==> src/sv/tftw_pkg.sv <==
package tftw_pkg;

  // Panel command bytes.
  localparam logic [7:0] CMD_COLUMN_ADDR  = 8'h2A;
  localparam logic [7:0] CMD_ROW_ADDR     = 8'h2B;
  localparam logic [7:0] CMD_MEMORY_WRITE = 8'h2C;

  // Register reset values.
  localparam logic [7:0] COLUMN_OFFSET_RESET = 8'h1A;
  localparam logic [7:0] ROW_OFFSET_RESET    = 8'h01;

  // Leftmost glyph pixel, also used as the single pixel of a pixel request.
  localparam logic [7:0] MASK_TOP_BIT = 8'h80;

  // The window sequence has eleven bytes; this is the index of the final one.
  localparam logic [3:0] WIN_LAST_STEP = 4'd10;

  localparam int QUEUE_DEPTH_DEFAULT = 2;
  localparam int CFG_INDEX_W = 2;
  localparam int CFG_DATA_W  = 8;

  typedef enum logic [1:0] {
    KIND_WINDOW = 2'd0,
    KIND_PIXEL  = 2'd1,
    KIND_GLYPH  = 2'd2,
    KIND_UNUSED = 2'd3
  } kind_t;

  typedef enum logic [CFG_INDEX_W-1:0] {
    REG_COLUMN_OFFSET = 2'd0,
    REG_ROW_OFFSET    = 2'd1,
    REG_NONE_2        = 2'd2,
    REG_NONE_3        = 2'd3
  } reg_index_t;

  typedef struct packed {
    logic [1:0]  kind;
    logic [7:0]  x_start;
    logic [7:0]  y_start;
    logic [7:0]  x_end;
    logic [7:0]  y_end;
    logic [15:0] fore_color;
    logic [15:0] back_color;
    logic [7:0]  mask_byte;
  } tftw_in_t;

  typedef struct packed {
    logic [7:0] out_byte;
    logic       is_data;
    logic       last;
  } tftw_out_t;

  // Work descriptor handed from the front end to the byte sequencer.
  // Pixel and glyph requests share one form: emit marks pixels to send,
  // sel picks the foreground colour for a pixel.
  typedef struct packed {
    logic        is_win;
    logic [7:0]  col_first;
    logic [7:0]  col_final;
    logic [7:0]  row_first;
    logic [7:0]  row_final;
    logic [15:0] fore;
    logic [15:0] back;
    logic [7:0]  emit;
    logic [7:0]  sel;
  } tftw_desc_t;

endpackage

==> src/sv/tftw_front.sv <==
module tftw_front (
  input  logic                                clk,
  input  logic                                rst_n,
  input  logic                                cfg_we,
  input  logic [tftw_pkg::CFG_INDEX_W-1:0]    cfg_index,
  input  logic [tftw_pkg::CFG_DATA_W-1:0]     cfg_wdata,
  input  logic                                in_valid,
  input  tftw_pkg::tftw_in_t                  in_data,
  input  logic                                q_full,
  output logic                                q_push,
  output tftw_pkg::tftw_desc_t                q_desc
);

  logic [7:0] col_off_r, col_off_nxt;
  logic [7:0] row_off_r, row_off_nxt;
  logic       keep;
  logic       transparent;

  always_comb begin
    col_off_nxt = col_off_r;
    row_off_nxt = row_off_r;
    if (cfg_we) begin
      case (tftw_pkg::reg_index_t'(cfg_index))
        tftw_pkg::REG_COLUMN_OFFSET: col_off_nxt = cfg_wdata;
        tftw_pkg::REG_ROW_OFFSET:    row_off_nxt = cfg_wdata;
        default: ;
      endcase
    end
  end

  always_ff @(posedge clk) begin
    if (!rst_n) begin
      col_off_r <= tftw_pkg::COLUMN_OFFSET_RESET;
      row_off_r <= tftw_pkg::ROW_OFFSET_RESET;
    end else begin
      col_off_r <= col_off_nxt;
      row_off_r <= row_off_nxt;
    end
  end

  // Classify the request and build its descriptor.
  always_comb begin
    transparent      = (in_data.fore_color == in_data.back_color);
    q_desc           = '0;
    q_desc.col_first = in_data.x_start + col_off_r;
    q_desc.col_final = in_data.x_end + col_off_r;
    q_desc.row_first = in_data.y_start + row_off_r;
    q_desc.row_final = in_data.y_end + row_off_r;
    q_desc.fore      = in_data.fore_color;
    q_desc.back      = in_data.back_color;
    keep             = 1'b0;
    case (tftw_pkg::kind_t'(in_data.kind))
      tftw_pkg::KIND_WINDOW: begin
        q_desc.is_win = 1'b1;
        keep          = 1'b1;
      end
      tftw_pkg::KIND_PIXEL: begin
        q_desc.emit = tftw_pkg::MASK_TOP_BIT;
        q_desc.sel  = tftw_pkg::MASK_TOP_BIT;
        keep        = 1'b1;
      end
      tftw_pkg::KIND_GLYPH: begin
        q_desc.emit = in_data.mask_byte | {8{!transparent}};
        q_desc.sel  = in_data.mask_byte;
        // A transparent glyph with no set bits produces nothing.
        keep        = (q_desc.emit != 8'h00);
      end
      default: keep = 1'b0;
    endcase
  end

  assign q_push = in_valid && !q_full && keep;

endmodule

==> src/sv/tftw_queue.sv <==
module tftw_queue #(
  parameter int DEPTH = tftw_pkg::QUEUE_DEPTH_DEFAULT
) (
  input  logic                 clk,
  input  logic                 rst_n,
  input  logic                 push,
  input  tftw_pkg::tftw_desc_t push_desc,
  input  logic                 pop,
  output logic                 full,
  output logic                 nonempty,
  output tftw_pkg::tftw_desc_t head
);

  localparam int PTR_W = $clog2(DEPTH);
  localparam int CNT_W = $clog2(DEPTH + 1);
  localparam logic [PTR_W-1:0] PTR_LAST = PTR_W'(DEPTH - 1);
  localparam logic [CNT_W-1:0] CNT_FULL = CNT_W'(DEPTH);

  tftw_pkg::tftw_desc_t mem_r [DEPTH];
  logic [PTR_W-1:0] wr_ptr_r, wr_ptr_nxt;
  logic [PTR_W-1:0] rd_ptr_r, rd_ptr_nxt;
  logic [CNT_W-1:0] count_r, count_nxt;
  logic             do_push;
  logic             do_pop;

  assign full     = (count_r == CNT_FULL);
  assign nonempty = (count_r != '0);
  assign head     = mem_r[rd_ptr_r];
  assign do_push  = push && !full;
  assign do_pop   = pop && nonempty;

  always_comb begin
    wr_ptr_nxt = wr_ptr_r;
    rd_ptr_nxt = rd_ptr_r;
    count_nxt  = count_r;
    if (do_push) begin
      wr_ptr_nxt = (wr_ptr_r == PTR_LAST) ? '0 : wr_ptr_r + 1'b1;
    end
    if (do_pop) begin
      rd_ptr_nxt = (rd_ptr_r == PTR_LAST) ? '0 : rd_ptr_r + 1'b1;
    end
    if (do_push && !do_pop) begin
      count_nxt = count_r + 1'b1;
    end else if (do_pop && !do_push) begin
      count_nxt = count_r - 1'b1;
    end
  end

  always_ff @(posedge clk) begin
    if (!rst_n) begin
      wr_ptr_r <= '0;
      rd_ptr_r <= '0;
      count_r  <= '0;
    end else begin
      wr_ptr_r <= wr_ptr_nxt;
      rd_ptr_r <= rd_ptr_nxt;
      count_r  <= count_nxt;
    end
  end

  always_ff @(posedge clk) begin
    if (do_push) begin
      mem_r[wr_ptr_r] <= push_desc;
    end
  end

endmodule

==> src/sv/tftw_back.sv <==
module tftw_back (
  input  logic                 clk,
  input  logic                 rst_n,
  input  logic                 q_nonempty,
  input  tftw_pkg::tftw_desc_t q_head,
  output logic                 q_pop,
  output logic                 busy,
  output logic                 out_valid,
  input  logic                 out_stall,
  output tftw_pkg::tftw_out_t  out_data
);

  tftw_pkg::tftw_desc_t desc_r, desc_nxt;
  logic                 busy_r, busy_nxt;
  logic [3:0]           step_r, step_nxt;
  logic [7:0]           emit_r, emit_nxt;
  logic                 out_valid_r, out_valid_nxt;
  tftw_pkg::tftw_out_t  out_data_r, out_data_nxt;

  logic [2:0]           pos;
  logic [15:0]          pix_color;
  logic [7:0]           emit_left;
  tftw_pkg::tftw_out_t  cur;
  logic                 fire;
  logic                 done;

  // Leftmost pixel still to send; the highest set bit wins.
  always_comb begin
    pos = 3'd0;
    for (int i = 0; i < 8; i++) begin
      if (emit_r[i]) pos = 3'(i);
    end
    pix_color = desc_r.sel[pos] ? desc_r.fore : desc_r.back;
    emit_left = emit_r & ~(8'(8'd1 << pos));
  end

  always_comb begin
    cur = '0;
    if (desc_r.is_win) begin
      cur.is_data = 1'b1;
      case (step_r)
        4'd0: begin
          cur.out_byte = tftw_pkg::CMD_COLUMN_ADDR;
          cur.is_data  = 1'b0;
        end
        4'd2:    cur.out_byte = desc_r.col_first;
        4'd4:    cur.out_byte = desc_r.col_final;
        4'd5: begin
          cur.out_byte = tftw_pkg::CMD_ROW_ADDR;
          cur.is_data  = 1'b0;
        end
        4'd7:    cur.out_byte = desc_r.row_first;
        4'd9:    cur.out_byte = desc_r.row_final;
        4'd10: begin
          cur.out_byte = tftw_pkg::CMD_MEMORY_WRITE;
          cur.is_data  = 1'b0;
        end
        default: cur.out_byte = 8'h00;
      endcase
      cur.last = (step_r == tftw_pkg::WIN_LAST_STEP);
    end else begin
      cur.is_data  = 1'b1;
      cur.out_byte = step_r[0] ? pix_color[7:0] : pix_color[15:8];
      cur.last     = step_r[0] && (emit_left == 8'h00);
    end
  end

  assign fire  = busy_r && (!out_valid_r || !out_stall);
  assign done  = fire && cur.last;
  assign q_pop = q_nonempty && (!busy_r || done);

  always_comb begin
    desc_nxt      = desc_r;
    busy_nxt      = busy_r;
    step_nxt      = step_r;
    emit_nxt      = emit_r;
    out_valid_nxt = out_valid_r;
    out_data_nxt  = out_data_r;

    if (out_valid_r && !out_stall) begin
      out_valid_nxt = 1'b0;
    end

    if (fire) begin
      out_valid_nxt = 1'b1;
      out_data_nxt  = cur;
      if (desc_r.is_win) begin
        step_nxt = step_r + 1'b1;
      end else begin
        step_nxt = {3'b000, !step_r[0]};
        if (step_r[0]) begin
          emit_nxt = emit_left;
        end
      end
      if (done) begin
        busy_nxt = 1'b0;
      end
    end

    if (q_pop) begin
      desc_nxt = q_head;
      emit_nxt = q_head.emit;
      step_nxt = 4'd0;
      busy_nxt = 1'b1;
    end
  end

  always_ff @(posedge clk) begin
    if (!rst_n) begin
      busy_r      <= 1'b0;
      out_valid_r <= 1'b0;
      step_r      <= 4'd0;
    end else begin
      busy_r      <= busy_nxt;
      out_valid_r <= out_valid_nxt;
      step_r      <= step_nxt;
    end
  end

  always_ff @(posedge clk) begin
    desc_r     <= desc_nxt;
    emit_r     <= emit_nxt;
    out_data_r <= out_data_nxt;
  end

  assign busy      = busy_r;
  assign out_valid = out_valid_r;
  assign out_data  = out_data_r;

endmodule

==> src/sv/tft_window_pixel_glyph_writer.sv <==
// When the queue and the byte sequencer are empty, an accepted request passes through
// the queue, the descriptor register and the output register before its first byte shows.
// The sequencer sends one output byte per cycle while out_stall is low; a request has
// 11 bytes for a window, 2 for a pixel and up to 16 for a glyph byte.
// Requests that produce no bytes are taken by the front end alone and never queued.
// Reset (rst_n low, synchronous) empties the queue and sequencer and restores offsets.
module tft_window_pixel_glyph_writer #(
  parameter int QUEUE_DEPTH = tftw_pkg::QUEUE_DEPTH_DEFAULT
) (
  input  logic                             clk,
  input  logic                             rst_n,
  input  logic                             cfg_we,
  input  logic [tftw_pkg::CFG_INDEX_W-1:0] cfg_index,
  input  logic [tftw_pkg::CFG_DATA_W-1:0]  cfg_wdata,
  input  logic                             in_valid,
  output logic                             in_stall,
  input  tftw_pkg::tftw_in_t               in_data,
  output logic                             out_valid,
  input  logic                             out_stall,
  output tftw_pkg::tftw_out_t              out_data
);

  // The front end holds the two offset registers, decodes each request and
  // folds the offsets into the window coordinates at acceptance time. Pixel
  // and glyph requests become a common pixel-list descriptor, and requests
  // that produce no bytes are dropped here without touching the queue.
  //
  // The queue between the two halves lets the front end keep accepting while
  // the sequencer is still streaming a long glyph, and lets the sequencer keep
  // running when the input side has nothing to offer.
  //
  // The back end walks one descriptor a byte per cycle, while the output is not
  // stalled, into a registered output stage. It takes the next descriptor in the
  // same cycle that it sends the final byte of the current one, so consecutive
  // transactions leave no gap on the output.

  logic                 q_full;
  logic                 q_push;
  logic                 q_pop;
  logic                 q_nonempty;
  logic                 back_busy;
  tftw_pkg::tftw_desc_t q_desc;
  tftw_pkg::tftw_desc_t q_head;

  tftw_front u_front (
    .clk       (clk),
    .rst_n     (rst_n),
    .cfg_we    (cfg_we),
    .cfg_index (cfg_index),
    .cfg_wdata (cfg_wdata),
    .in_valid  (in_valid),
    .in_data   (in_data),
    .q_full    (q_full),
    .q_push    (q_push),
    .q_desc    (q_desc)
  );

  tftw_queue #(
    .DEPTH (QUEUE_DEPTH)
  ) u_queue (
    .clk       (clk),
    .rst_n     (rst_n),
    .push      (q_push),
    .push_desc (q_desc),
    .pop       (q_pop),
    .full      (q_full),
    .nonempty  (q_nonempty),
    .head      (q_head)
  );

  tftw_back u_back (
    .clk        (clk),
    .rst_n      (rst_n),
    .q_nonempty (q_nonempty),
    .q_head     (q_head),
    .q_pop      (q_pop),
    .busy       (back_busy),
    .out_valid  (out_valid),
    .out_stall  (out_stall),
    .out_data   (out_data)
  );

  // The input stalls only while the queue is full.
  assign in_stall = q_full;

  // Reset leaves no byte pending on the output.
  assert property (@(posedge clk) !rst_n |=> !out_valid)
    else $error("output valid after reset");

  // The only command byte that closes a transaction is the memory write command.
  assert property (@(posedge clk) disable iff (!rst_n)
    out_valid && !out_data.is_data && out_data.last |->
      out_data.out_byte == tftw_pkg::CMD_MEMORY_WRITE)
    else $error("transaction closed by a wrong command byte");

  // Command bytes are only the three panel commands.
  assert property (@(posedge clk) disable iff (!rst_n)
    out_valid && !out_data.is_data |->
      out_data.out_byte == tftw_pkg::CMD_COLUMN_ADDR ||
      out_data.out_byte == tftw_pkg::CMD_ROW_ADDR ||
      out_data.out_byte == tftw_pkg::CMD_MEMORY_WRITE)
    else $error("unexpected command byte");

  // A queued descriptor never leaves the sequencer idle.
  assert property (@(posedge clk) disable iff (!rst_n)
    q_nonempty |=> back_busy)
    else $error("sequencer idle with work queued");

endmodule
==> config.mk <==
export PLATFORM = sky130hd
export DESIGN_NAME = tft_window_pixel_glyph_writer
export DESIGN_NICKNAME = d
export VERILOG_FILES = /design/src/sv/tftw_pkg.sv /design/src/sv/tftw_front.sv /design/src/sv/tftw_queue.sv /design/src/sv/tftw_back.sv /design/src/sv/tft_window_pixel_glyph_writer.sv
export SDC_FILE = /design/constraint.sdc
export NUM_CORES = 1
export LEC_CHECK = 0
export BUFFER_PORTS_ARGS = -buffer_cell sky130_fd_sc_hd__buf_2
export CAP_MARGIN = 20
export CORE_MARGIN = 2
export CORE_UTILIZATION = 60
export DETAILED_ROUTE_END_ITERATION = 10
export HOLD_SLACK_MARGIN = 0.03
export PLACE_DENSITY_LB_ADDON = 0.05
export SLEW_MARGIN = 20
export SYNTH_ARGS = -nofsm -noshare
export SYNTH_HDL_FRONTEND = slang
export SYNTH_HIERARCHICAL = 1
export SYNTH_SLANG_ARGS = --single-unit
==> constraint.sdc <==
create_clock -name clk -period 5.5 [get_ports clk]
set_input_delay 0.275 -clock clk [delete_from_list [all_inputs] [get_ports clk]]
set_output_delay 0.275 -clock clk [all_outputs]
set_load 0.01 [all_outputs]
# Yosys cells after proc, flatten, opt, wreduce, memory -nomap -nowiden
# Memories as Yosys holds them, arrays and structs flattened. A register that Yosys moved wholly into a read port is not among the register bits.
# Index checks and enable logic that the tools add are counted.
# totals
inputBits	89
latchBits	0
register_bits	117
mem_bits_ro	0
mem_count	1
ramBits	162
# op_classes
n_addsub	9
eq_ne	12
n_mux	35
magnitude_cmp	1
n_mul	0
n_shift	1
n_bitwise	4
n_div	0
reduce_logical	39
# memory_table
memory	words	width	read_ports	rd_clocked_by_memory_dff	wr	line	text
u_queue.mem_r	2	81	1	1	1	tftw_queue.sv:19	tftw_pkg::tftw_desc_t mem_r [DEPTH];
# op_table
cell	count
8-bit one-hot mux with 7 select lines	1
8-bit 2-to-1 mux	5
8-bit adder	4
16-bit one-hot mux with 2 select lines	1
16-bit == test	1
16-bit 2-to-1 mux	1
1-bit 2-to-1 mux	15
4-bit by 3-bit == test with 1-bit output (second input constant)	3
3-bit 2-to-1 mux	4
2-bit nonzero test	6
1-bit logical AND	11
10-bit 2-to-1 mux	1
8-bit AND	1
4-bit == test (second input constant)	2
1-bit logical NOT	8
8-bit logical NOT	1
2-bit 2-to-1 mux	4
8-bit NOT	1
8-bit OR	1
8-bit nonzero test	1
1-bit by 3-bit << shifter with 8-bit output (first input constant)	1
2-bit AND reduction	3
4-bit by 1-bit adder with 4-bit output (second input constant)	1
2-bit by 1-bit == test with 1-bit output (second input constant)	2
17 further kinds	22

# Depth between registers and ports, before layout
# Gate-level depths: netlist of run 1.
# depth
word_depth	20
ltp_mapped	15
mapped_depth_nobuf	13

# Hierarchy
# The synthesis of run 1 kept the hierarchy.
# modules_own_cells
mod	area_each_um2	cells_each	seq_area_each_um2	instances
tftw_queue	6108.4	277	4964.8	1
tftw_back	4155.2	302	2852.7	1
tftw_front	2457.4	304	320.3	1

# Worst setup path after synthesis of run 1
# Ideal clock, no wire load.
# synth_timing
path_type	flip-flop to flip-flop
startpoint	register u_queue.count_r[0]
endpoint	memory u_queue/mem_r[0][0] (netlist name), enable pin
period_less_slack_ps	4761
arrival_time_ps	4255
setup_ps	507
n_path_buf	0
setup_slack_ps	739
path_stages_with_launch	8
path_cell_list	dfxtp_1 > nand2b_1 > inv_2 > nor2_1 > o311ai_0 > a31oi_1 > inv_1 > nor3_2
# synth_between
elab_chain_cells	7
# synth_lines
element	line	text
from (decl)	tftw_queue.sv:22	logic [CNT_W-1:0] count_r, count_nxt;
from (signal assigned)	tftw_queue.sv:57	count_r <= count_nxt;
2-bit == test	tftw_queue.sv:26	assign full = (count_r == CNT_FULL);
named net in_stall	tft_window_pixel_glyph_writer.sv:16	output logic in_stall,
1-bit logical NOT	tftw_front.sv:72	assign q_push = in_valid && !q_full && keep;
1-bit logical AND (2 in a row)	tftw_front.sv:72	
named net q_push	tft_window_pixel_glyph_writer.sv:38	logic q_push;
1-bit logical AND	tftw_queue.sv:29	assign do_push = push && !full;
1-bit 2-to-1 mux	tftw_queue.sv:62	if (do_push) begin
1-bit 2-to-1 mux (implied by the code)	tftw_queue.sv:63	mem_r[wr_ptr_r] <= push_desc;
to (decl)	tftw_queue.sv:19	
# The timed path passes the listed nets, and every way through them passes these cells.

==> flow_metrics.env, run 1 <==
export IMPL_avgSynthCellArea_um2=14.4
export IMPL_end_kind="register"
export IMPL_drt_iter0_drc=482
export IMPL_start_util=0.609
export IMPL_grt_pass1_vias=7536
export IMPL_clkTransAtPathRegs_ns=0.06
export IMPL_yosysTopAreaCellShare=0.597
export IMPL_cp_required_ns=5.96
export IMPL_p_leak_nw=5.35
export IMPL_htree_levels=1
export IMPL_synth_most_common_cell="edfxtp_1"
export IMPL_routedLengthMet1_mm=10.1
export IMPL_cpMostUsedCell="a21boi_1"
export IMPL_ys_warn_count=6
export IMPL_cts_sinks=280
export IMPL_num_vias=7230
export IMPL_synth_area_um2=12700
export IMPL_rows=53
export IMPL_synth_top_area_cell="edfxtp_1"
export IMPL_finalWeightedCongestion=0.865
export IMPL_diodes=0
export IMPL_status="finished, final reports clean"
export IMPL_antenna_found_initial=0
export IMPL_grt_use_total=0.218
export IMPL_cp_arrival_ns=4.38
export IMPL_setup_tns_ns=0
export IMPL_worstSetupStartpointType="register"
export IMPL_fmax_mhz=255
export IMPL_drv_cap=0
export IMPL_final_max_slew_viol_count=0
export IMPL_post_dp_hpwl_mm=16.2
export IMPL_grt_max_degree=82
export IMPL_grt_overflow=0
export IMPL_final_cell_count_no_fill=1290
export IMPL_ys_top_cells_by_count="edfxtp_1 (253), mux2_2 (83), inv_1 (45)"
export IMPL_port_buffers=100
export IMPL_hp_class="in2reg"
export IMPL_syn_nets=1013
export IMPL_synthDistinctLibCells=66
export IMPL_tightest_slew_ns=0.703
export IMPL_fin_crit_ns=3.92
export IMPL_crit_fanout=30
export IMPL_dieArea_um2=22400
export IMPL_met3_length_mm=1.13
export IMPL_dp_cells=1196
export IMPL_firstDrtPassIters=5
export IMPL_async_flop_share=0
export IMPL_grt_pass1_wl_mm=37.9
export IMPL_ir_drop_v=0.000233
export IMPL_critPathMaxStageDelay_ns=0.69
export IMPL_ctsResizeCount=0
export IMPL_cts_root_buf="clkbuf_16"
export IMPL_drive_above_1_share=0.236
export IMPL_hold_viol_final=0
export IMPL_die_x_um=150
export IMPL_yosysSeqAreaShare=0.640
export IMPL_worst_setup_path_type="reg2reg"
export IMPL_rsz0062_at_grt="no"
export IMPL_netlist_top_cells_area="edfxtp_1 (60%), mux2_2 (7.3%), dfxtp_1 (4.2%), ha_1 (3.6%), mux2i_1 (2.7%)"
export IMPL_ys_ff_latch=280
export IMPL_ios=101
export IMPL_dominantRegCellSynth="edfxtp_1"
export IMPL_finalCritPeriodShare=0.713
export IMPL_worst_clock_skew_ns=0.0116
export IMPL_drt_wl_total_mm=24.0
export IMPL_maxSlewHeadroom=0.530
export IMPL_core_um2=20900
export IMPL_power_density_nw_per_um2=456
export IMPL_drc=0
export IMPL_met2_length_mm=12.4
export IMPL_fin_nets=1124
export IMPL_synth_edf_count=253
export IMPL_post_cts_buffers=0
export IMPL_die_h_um=150
export IMPL_cts_buffer_depth=3
export IMPL_top_layer="met4"
export IMPL_wl_per_cell_um=18.6
export IMPL_finalSetupViolCount=0
export IMPL_postRouteAntennaNets=0
export IMPL_cp_cell_sequence="or4_1 -> o31a_1 -> o22a_1 -> o21ai_2 -> a21boi_1 -> nand2b_4 -> inv_2 -> o21ai_1 -> ha_1 -> or3_1 -> a21boi_1"
export IMPL_cts_tree="built"
export IMPL_numCtsBuffers=28
export IMPL_fillers=1414
export IMPL_synthCells=883
export IMPL_clock_latency_ns=0.54
export IMPL_cp_slowest_cell="or4_1"
export IMPL_syn2layout_area_growth_pct=14.0
export IMPL_vias_per_cell=5.60
cell type report:
class                      count  area [µm²]  share of cell area
multi-input combinational    490        3960               0.273
clock inverter                10         113             0.00777
tap                          275         344              0.0237
inverter                      47         176              0.0122
sequential                   280        8140               0.561
timing repair buffer         147         988              0.0682
clock buffer                  41         781              0.0538
worst max-delay path: cells and delay by family, from the launching register on:
kind | cells | cell delay [ns]
AO/OA/AOI/OAI | 6 | 1.14
adder cells (fa/ha/maj) | 1 | 0.40
AND/OR/NAND/NOR | 3 | 1.27
flip-flops | 1 | 0.52
buffers and inverters | 1 | 0.51
layout by cell type, fill, tap and decap left out, types with 6 or more instances in the layout:
| master | netlist | layout |
|---|---|---|
| and2_1 | 10 | 10 |
| o21a_1 | 10 | 10 |
| ha_1 | 37 | 37 |
| o221ai_1 | 7 | 7 |
| nand2b_1 | 9 | 9 |
| and3_1 | 7 | 6 |
| a22oi_1 | 6 | 6 |
| mux2i_1 | 34 | 34 |
| a21oi_1 | 28 | 28 |
| mux2_2 | 83 | 83 |
| nor3_1 | 12 | 12 |
| nor2_1 | 29 | 29 |
| inv_1 | 45 | 44 |
| buf_2 | 6 | 100 |
| dlygate4sd3_1 | 0 | 41 |
| dfxtp_1 | 27 | 26 |
| nor2b_1 | 23 | 23 |
| a211oi_1 | 8 | 8 |
| edfxtp_1 | 253 | 253 |
| clkbuf_16 | 0 | 29 |
| o211ai_1 | 10 | 10 |
| o21ai_0 | 21 | 20 |
| clkbuf_1 | 15 | 11 |
| nand2_1 | 28 | 28 |
| nand3_1 | 16 | 16 |
| xnor2_1 | 35 | 35 |
final timing paths:
path,startpoint,slack (ns),end,depth (start not counted)
worst min-delay path,in_data[40],0.08,u_queue/mem_r[1][48]$_DFFE_PP_,2
worst max register to register,u_back/emit_r[7]$_DFFE_PP_,1.58,u_queue/count_r[1]$_SDFFE_PN0P_,11
worst min register to register,u_queue/count_r[1]$_SDFFE_PN0P_,0.54,u_queue/count_r[1]$_SDFFE_PN0P_,2
worst max-delay path,u_back/emit_r[7]$_DFFE_PP_,1.58,u_queue/count_r[1]$_SDFFE_PN0P_,11
where the power goes:
group	switching [W]	internal (W)	total, W
sequential	0.000243	0.00298	0.00323
clock	0.000741	0.00108	0.00182
combinational	0.000911	0.000655	0.00157
total	0.00190	0.00472	0.00661
through the flow:
stage / hold slack [ns] / total power, W / area [µm²] / utilization / worst slack, ns
after global placement: 0.487 / 0.00473 / 13100 / 0.629 / 1.82
final: 0.0766 / 0.00661 / 14500 / 0.694 / 1.58
after global routing: 0.0594 / 0.00694 / 14500 / 0.694 / 1.37
after CTS: 0.0494 / 0.00666 / 14500 / 0.692 / 1.59
after detailed placement: 0.493 / 0.00481 / 13100 / 0.629 / 1.61
after floorplan: 0.393 / 0.00443 / 12700 / - / 0.739
sequential cells by signal (all words and copies together) (netlist names), 2 cells and up, named ones only:
signal and cells:
u_back/out_data 10, u_front/col_off_r 8, u_back/desc_r 73, u_back/step_r 4, u_front/row_off_r 8, u_back/emit_r 8
u_queue/count_r 2, u_queue/mem_r 162
logic make-up after synthesis:
| kind of cell | Yosys count | synth area share |
|---|---|---|
| DFF | 280 | 0.640 |
| and+or+nand+nor | 161 | 0.0685 |
| AOI/OAI and AO/OA | 129 | 0.0692 |
| muxes | 118 | 0.101 |
| buffers and inverters | 113 | 0.0502 |
| adders and majority gates | 42 | 0.0435 |
| xor gates and xnor gates | 40 | 0.0275 |
metal layers:
metal / track usage / vias up
met5: 0 / -
met4: 0.0543 / 0
met2: 0.394 / 207
li1: - / 3498
met1: 0.277 / 3493
met3: 0.0323 / 32
what timing repair did:
| item | CTS | global route |
|---|---|---|
| hold buffers | 41 | 0 |
| endpoints found under the setup margin | 0 | 0 |
| hold endpoints to repair | 77 | 0 |
No activity file was read; power rests on OpenSTA's default activity.
==> run 2: changes to the inputs <==
ABC_AREA = 1   (was unset)
CORE_UTILIZATION = 54   (was 60)
clock period = 3.5 ns   (was 5.5 ns; I/O delays follow)
==> flow_metrics.env, run 2 <==
export IMPL_fin_nets=1313
export IMPL_clkTransAtPathRegs_ns=0.06
export IMPL_synthDistinctLibCells=44
export IMPL_cp_arrival_ns=3.34
export IMPL_status="finished, final reports clean"
export IMPL_clockPowerShare=0.280
export IMPL_grt_pass1_wl_mm=41.0
export IMPL_worst_setup_path_type="reg2reg"
export IMPL_worstSetupStartpointType="register"
export IMPL_post_cts_buffers=0
export IMPL_top_layer="met4"
export IMPL_cp_required_ns=3.99
export IMPL_fmax_mhz=351
export IMPL_synth_xor_area_share=0.0220
export IMPL_ir_drop_v=0.000503
export IMPL_postCtsHoldBufs=60
export IMPL_die_x_um=160
export IMPL_power_switching_w=0.00327
export IMPL_ios=101
export IMPL_drt_iter0_drc=507
export IMPL_synth_top_area_cell="edfxtp_1"
export IMPL_crit_fanout=11
export IMPL_drt_wl_total_mm=25.5
export IMPL_p_sw_frac=0.302
export IMPL_synth_area_um2=13100
export IMPL_cts_root_buf="clkbuf_16"
export IMPL_power_density_nw_per_um2=710
export IMPL_synth_edf_count=253
export IMPL_rows=57
export IMPL_largest_register="u_queue/mem_r"
export IMPL_cts_tree="built"
export IMPL_vias_per_cell=5.10
export IMPL_core_um2=24100
export IMPL_final_cell_mix="edfxtp_1 (253), nand2_1 (172), inv_1 (114)"
export IMPL_syn_nets=1165
export IMPL_postRouteAntennaNets=0
export IMPL_synth_compound_area_frac=0.0391
export IMPL_final_cell_count_no_fill=1529
export IMPL_grt_overflow=0
export IMPL_yosysSeqAreaShare=0.620
export IMPL_avgSynthCellArea_um2=12.7
export IMPL_largest_reg_flops=162
export IMPL_start_util=0.545
export IMPL_drv_cap=0
export IMPL_finalWeightedCongestion=0.828
export IMPL_synth_top_family_by_area="simple AND/OR/NAND/NOR gates"
export IMPL_syn2layout_area_growth_pct=16.2
export IMPL_maxSlewHeadroom=0.414
export IMPL_synthAdderAreaFrac=0.0414
export IMPL_grt_use_total=0.203
export IMPL_hold_viol_final=0
export IMPL_cellInternalPower_w=0.00756
export IMPL_htree_levels=1
export IMPL_cts_buffer_depth=3
export IMPL_num_vias=7795
export IMPL_numCtsBuffers=29
export IMPL_port_buffers=100
export IMPL_grt_pass1_vias=7860
export IMPL_ys_ff_latch=280
export IMPL_p_leak_nw=6.25
export IMPL_dp_cells=1416
export IMPL_wl_per_cell_um=16.7
export IMPL_dominantRegCellSynth="edfxtp_1"
export IMPL_synth_most_common_cell="edfxtp_1"
export IMPL_drive_above_1_share=0.225
export IMPL_netlist_top_cells_area="edfxtp_1 (58%), mux2_4 (9.1%), nand2_1 (4.9%), dfxtp_1 (4.1%), ha_1 (3.5%)"
export IMPL_die_h_um=160
export IMPL_ys_top_cells_by_count="edfxtp_1 (253), nand2_1 (172), inv_1 (115)"
export IMPL_synth_mux_area_frac=0.0923
export IMPL_diodes=0
export IMPL_antenna_found_initial=0
export IMPL_grt_max_degree=82
export IMPL_synthCells=1035
export IMPL_final_common_cell="edfxtp_1"
export IMPL_rsz0062_at_grt="no"
export IMPL_firstDrtPassIters=5
export IMPL_met3_length_um=795
export IMPL_whs_ns=0.0722
export IMPL_ys_warn_count=6
export IMPL_routedLengthMet1_mm=12.1
export IMPL_clock_latency_ns=0.55
export IMPL_ctsResizeCount=0
export IMPL_tightest_slew_ns=0.873
export IMPL_fin_crit_ns=2.85
export IMPL_final_max_slew_viol_count=0
export IMPL_worst_clock_skew_ns=0.0114
export IMPL_hp_class="in2reg"
export IMPL_synth_simple_area_share=0.115
export IMPL_finalCritPeriodShare=0.815
export IMPL_seq_power_share=0.460
export IMPL_cts_sinks=280
export IMPL_drc=0
export IMPL_combPwrFrac=0.260
export IMPL_end_kind="register"
export IMPL_finalSetupViolCount=0
export IMPL_yosysTopAreaCellShare=0.579
export IMPL_async_flop_share=0
export IMPL_dieArea_um2=25600
export IMPL_met2_length_mm=12.2
export IMPL_post_dp_hpwl_mm=16.7
export IMPL_finalPower_w=0.0108
run 2: through the flow:
step / TNS (ns) / instance area (µm²) / util / worst slack [ns]
floorplan: -37.98 / 13100 / - / -0.235
global placement: 0 / 13700 / 0.568 / 0.737
detailed placement: 0 / 13700 / 0.568 / 0.666
CTS: 0 / 15300 / 0.633 / 0.647
global route: 0 / 15300 / 0.633 / 0.291
finish: 0 / 15300 / 0.633 / 0.648
run 2: critical path, stage by stage (launching register included):
cell	delay, ns
edfxtp_1	0.39
inv_1	0.08
nand2_1	0.05
nand2_1	0.05
nand2_1	0.05
nand2_1	0.06
nand2_2	0.11
nand2_4	0.12
nand3_1	0.09
and2_1	0.17
nor2_1	0.10
nand2_1	0.08
nand2_2	0.07
nand2_2	0.06
nand2_4	0.10
nand2_2	0.18
clkinvlp_4	0.16
o21a_1	0.17
inv_1	0.06
ha_1	0.32
inv_1	0.08
nand3_1	0.07
nand2_1	0.06
inv_1	0.04
nor2_1	0.08
run 2: final cells by class:
type / instances / area (µm²)
Sequential cell: 280 / 8140
Clock buffer: 39 / 823
Inverter: 122 / 462
Clock inverter: 14 / 136
Fill cell: 1932 / 8850
Multi-Input combinational cell: 582 / 4080
Timing Repair Buffer: 168 / 1210
Tap cell: 324 / 405
run 2: routing by layer:
layer	track usage	vias up
li1	-	3850
met1	0.296	3777
met2	0.332	131
met3	0.0242	37
met4	0.0446	0
met5	0	-
run 2: final timing paths:
check / from / end / slack, ns / cells after the start
setup reg to reg: u_back/emit_r[2]$_DFFE_PP_ / u_queue/count_r[1]$_SDFFE_PN0P_ / 0.65 / 24
hold reg to reg: u_back/out_valid$_SDFFE_PN0P_ / u_back/out_valid$_SDFFE_PN0P_ / 0.49 / 2
hold / removal: rst_n / u_front/row_off_r[0]$_SDFFE_PN1P_ / 0.07 / 2
setup / recovery: u_back/emit_r[2]$_DFFE_PP_ / u_queue/count_r[1]$_SDFFE_PN0P_ / 0.65 / 24
run 2: kinds of logic (layout without fill, tap and decap cells):
logic type | count (synthesis) | count (layout)
AOI/OAI and AO/OA | 84 | 84
xor gates and xnor gates | 33 | 33
adders and majority gates | 41 | 41
buffers and inverters | 173 | 343
DFF | 280 | 280
muxes | 81 | 81
and+or+nand+nor | 343 | 343
run 2: power by group through the flow:
| stage | sequential (W) | clock, W | combinational (W) |
|---|---|---|---|
| floorplan | 0.00494 | 0 | 0.00222 |
| global placement | 0.00505 | 0 | 0.00276 |
| detailed placement | 0.00504 | 0 | 0.00278 |
| CTS | 0.00499 | 0.00311 | 0.00285 |
| global route | 0.00505 | 0.00324 | 0.00315 |
| finish | 0.00498 | 0.00303 | 0.00281 |
==> run 3: changes to the inputs <==
CORE_UTILIZATION = 60   (was 54)
clock period = 2.7 ns   (was 3.5 ns; I/O delays follow)
==> flow_metrics.env, run 3 (synthesis results as in run 2) <==
export IMPL_top_usage_layer="met2"
export IMPL_numCtsBuffers=28
export IMPL_finalCritPeriodShare=0.921
export IMPL_cts_tree="built"
export IMPL_dieArea_um2=23100
export IMPL_grt_use_met2=0.372
export IMPL_p_sw_frac=0.304
export IMPL_vias_per_cell=5.24
export IMPL_antenna_found_initial=0
export IMPL_p_leak_nw=6.40
export IMPL_power_switching_w=0.00430
export IMPL_placed_area_um2=13900
export IMPL_largest_reg_flops=162
export IMPL_regArea_um2=8140
export IMPL_ir_drop_v=0.000711
export IMPL_start_util=0.607
export IMPL_crit_fanout=5
export IMPL_finalWeightedCongestion=0.824
export IMPL_die_h_um=152
export IMPL_status="finished, final reports clean"
export IMPL_worst_clock_skew_ns=0.0132
export IMPL_final_max_slew_viol_count=0
export IMPL_grt_use_total=0.222
export IMPL_multiInputGateArea_um2=4100
export IMPL_r2r_slack_ns=0.21
export IMPL_clkTransAtPathRegs_ns=0.06
export IMPL_drv_cap=0
export IMPL_grtUsageMet1=0.311
export IMPL_firstDrtPassIters=5
export IMPL_tightest_slew_ns=0.898
export IMPL_power_density_nw_per_um2=916
export IMPL_hp_class="in2reg"
export IMPL_final_common_cell="edfxtp_1"
export IMPL_worst_setup_path_type="reg2reg"
export IMPL_drt_wl_total_mm=25.6
export IMPL_htree_levels=1
export IMPL_combPwrFrac=0.283
export IMPL_rows=54
export IMPL_fin_util=0.716
export IMPL_drive_above_1_share=0.250
export IMPL_die_x_um=152
export IMPL_grt_pass1_wl_mm=40.9
export IMPL_cts_root_buf="clkbuf_16"
export IMPL_finalSetupViolCount=0
export IMPL_grtUsageMet3=0.0262
export IMPL_ios=101
export IMPL_num_vias=7965
export IMPL_cts_buffer_depth=3
export IMPL_fin_nets=1349
export IMPL_fin_crit_ns=2.49
export IMPL_post_dp_hpwl_mm=17.2
export IMPL_fillers=1511
export IMPL_hold_viol_final=0
export IMPL_grt_overflow=0
export IMPL_diodes=0
export IMPL_syn2layout_area_growth_pct=17.9
export IMPL_wl_per_cell_um=16.9
export IMPL_grt_max_degree=74
export IMPL_largest_register="u_queue/mem_r"
export IMPL_cts_sinks=280
export IMPL_end_kind="register"
export IMPL_cellInternalPower_w=0.00987
export IMPL_cp_required_ns=3.14
export IMPL_postRouteAntennaNets=0
export IMPL_drt_iter0_drc=381
export IMPL_port_buffers=100
export IMPL_maxSlewHeadroom=0.397
export IMPL_core_um2=21600
export IMPL_seq_power_share=0.454
export IMPL_drc=0
export IMPL_grt_pass1_vias=8015
export IMPL_clockPowerShare=0.263
export IMPL_cp_arrival_ns=2.92
export IMPL_worstSetupStartpointType="register"
export IMPL_clock_latency_ns=0.54
export IMPL_fmax_mhz=402
export IMPL_design_area_um2=15500
export IMPL_final_cell_mix="edfxtp_1 (253), nand2_1 (171), inv_1 (110)"
[run 3: final timing paths]
path                            cells past startpoint                     startpoint                              end
worst min register to register                      2  u_back/out_valid$_SDFFE_PN0P_    u_back/out_valid$_SDFFE_PN0P_
worst max-delay path                               21     u_back/emit_r[4]$_DFFE_PP_  u_queue/count_r[1]$_SDFFE_PN0P_
worst max register to register                     21     u_back/emit_r[4]$_DFFE_PP_  u_queue/count_r[1]$_SDFFE_PN0P_
worst min-delay path                                3                    in_data[71]   u_queue/mem_r[1][79]$_DFFE_PP_
[run 3: layer usage]
metal	routed length [µm]	vias up
met2	12500	179
met1	11600	3812
met5	0	-
li1	-	3928
met3	982	46
met4	533	0
[run 3: power by group through the flow]
stage               logic, W  clock network (W)  registers [W]
finish               0.00402            0.00373        0.00643
global route         0.00444            0.00396        0.00650
CTS                  0.00391            0.00381        0.00643
detailed placement   0.00383                  0        0.00651
global placement     0.00378                  0        0.00649
floorplan            0.00290                  0        0.00640
[run 3: what timing repair did]
item,CTS,global route
hold buffers,62,0
endpoints found under the setup margin,0,72
buffers inserted,0,9
endpoints found under the hold margin,120,0
gates resized for setup,0,4
[run 3: critical path: stages (launching register included)]
cell and delay, ns:
edfxtp_1 0.46, nor2_4 0.18, nand2_2 0.10, inv_2 0.10, nand4_1 0.12, nand2_1 0.11
nand2_1 0.05, nor2_1 0.09, nand2_1 0.07, nand2_2 0.08, nand2_2 0.06, nand2_4 0.07
nand2_2 0.07, clkinvlp_4 0.11, o21a_1 0.16, inv_2 0.05, ha_4 0.27, inv_2 0.04
nand3_1 0.07, nand2_1 0.05, inv_1 0.05, nor2_1 0.03
[run 3: metrics by stage]
stage / total power [W] / cells / hold WS, ns / setup slack (ns) / TNS (ns)
after CTS: 0.0142 / 1510 / 0.0556 / 0.0912 / 0
final: 0.0142 / 1519 / 0.0597 / 0.214 / 0
after global placement: 0.0103 / 1398 / 0.346 / 0.157 / 0
after detailed placement: 0.0103 / 1398 / 0.352 / 0.104 / 0
after floorplan: 0.00930 / 1035 / 0.252 / -0.730 / -45.19
after global routing: 0.0149 / 1519 / 0.0721 / -0.0167 / -0.0167
[run 3: layout make-up]
class | count | share of cell area
clock buffers | 35 | 0.0490
clock inverters | 15 | 0.00849
inverters | 122 | 0.0298
repair buffers | 205 | 0.0989
well taps | 280 | 0.0226
multi-input cells | 582 | 0.265
flip-flops and latches | 280 | 0.526
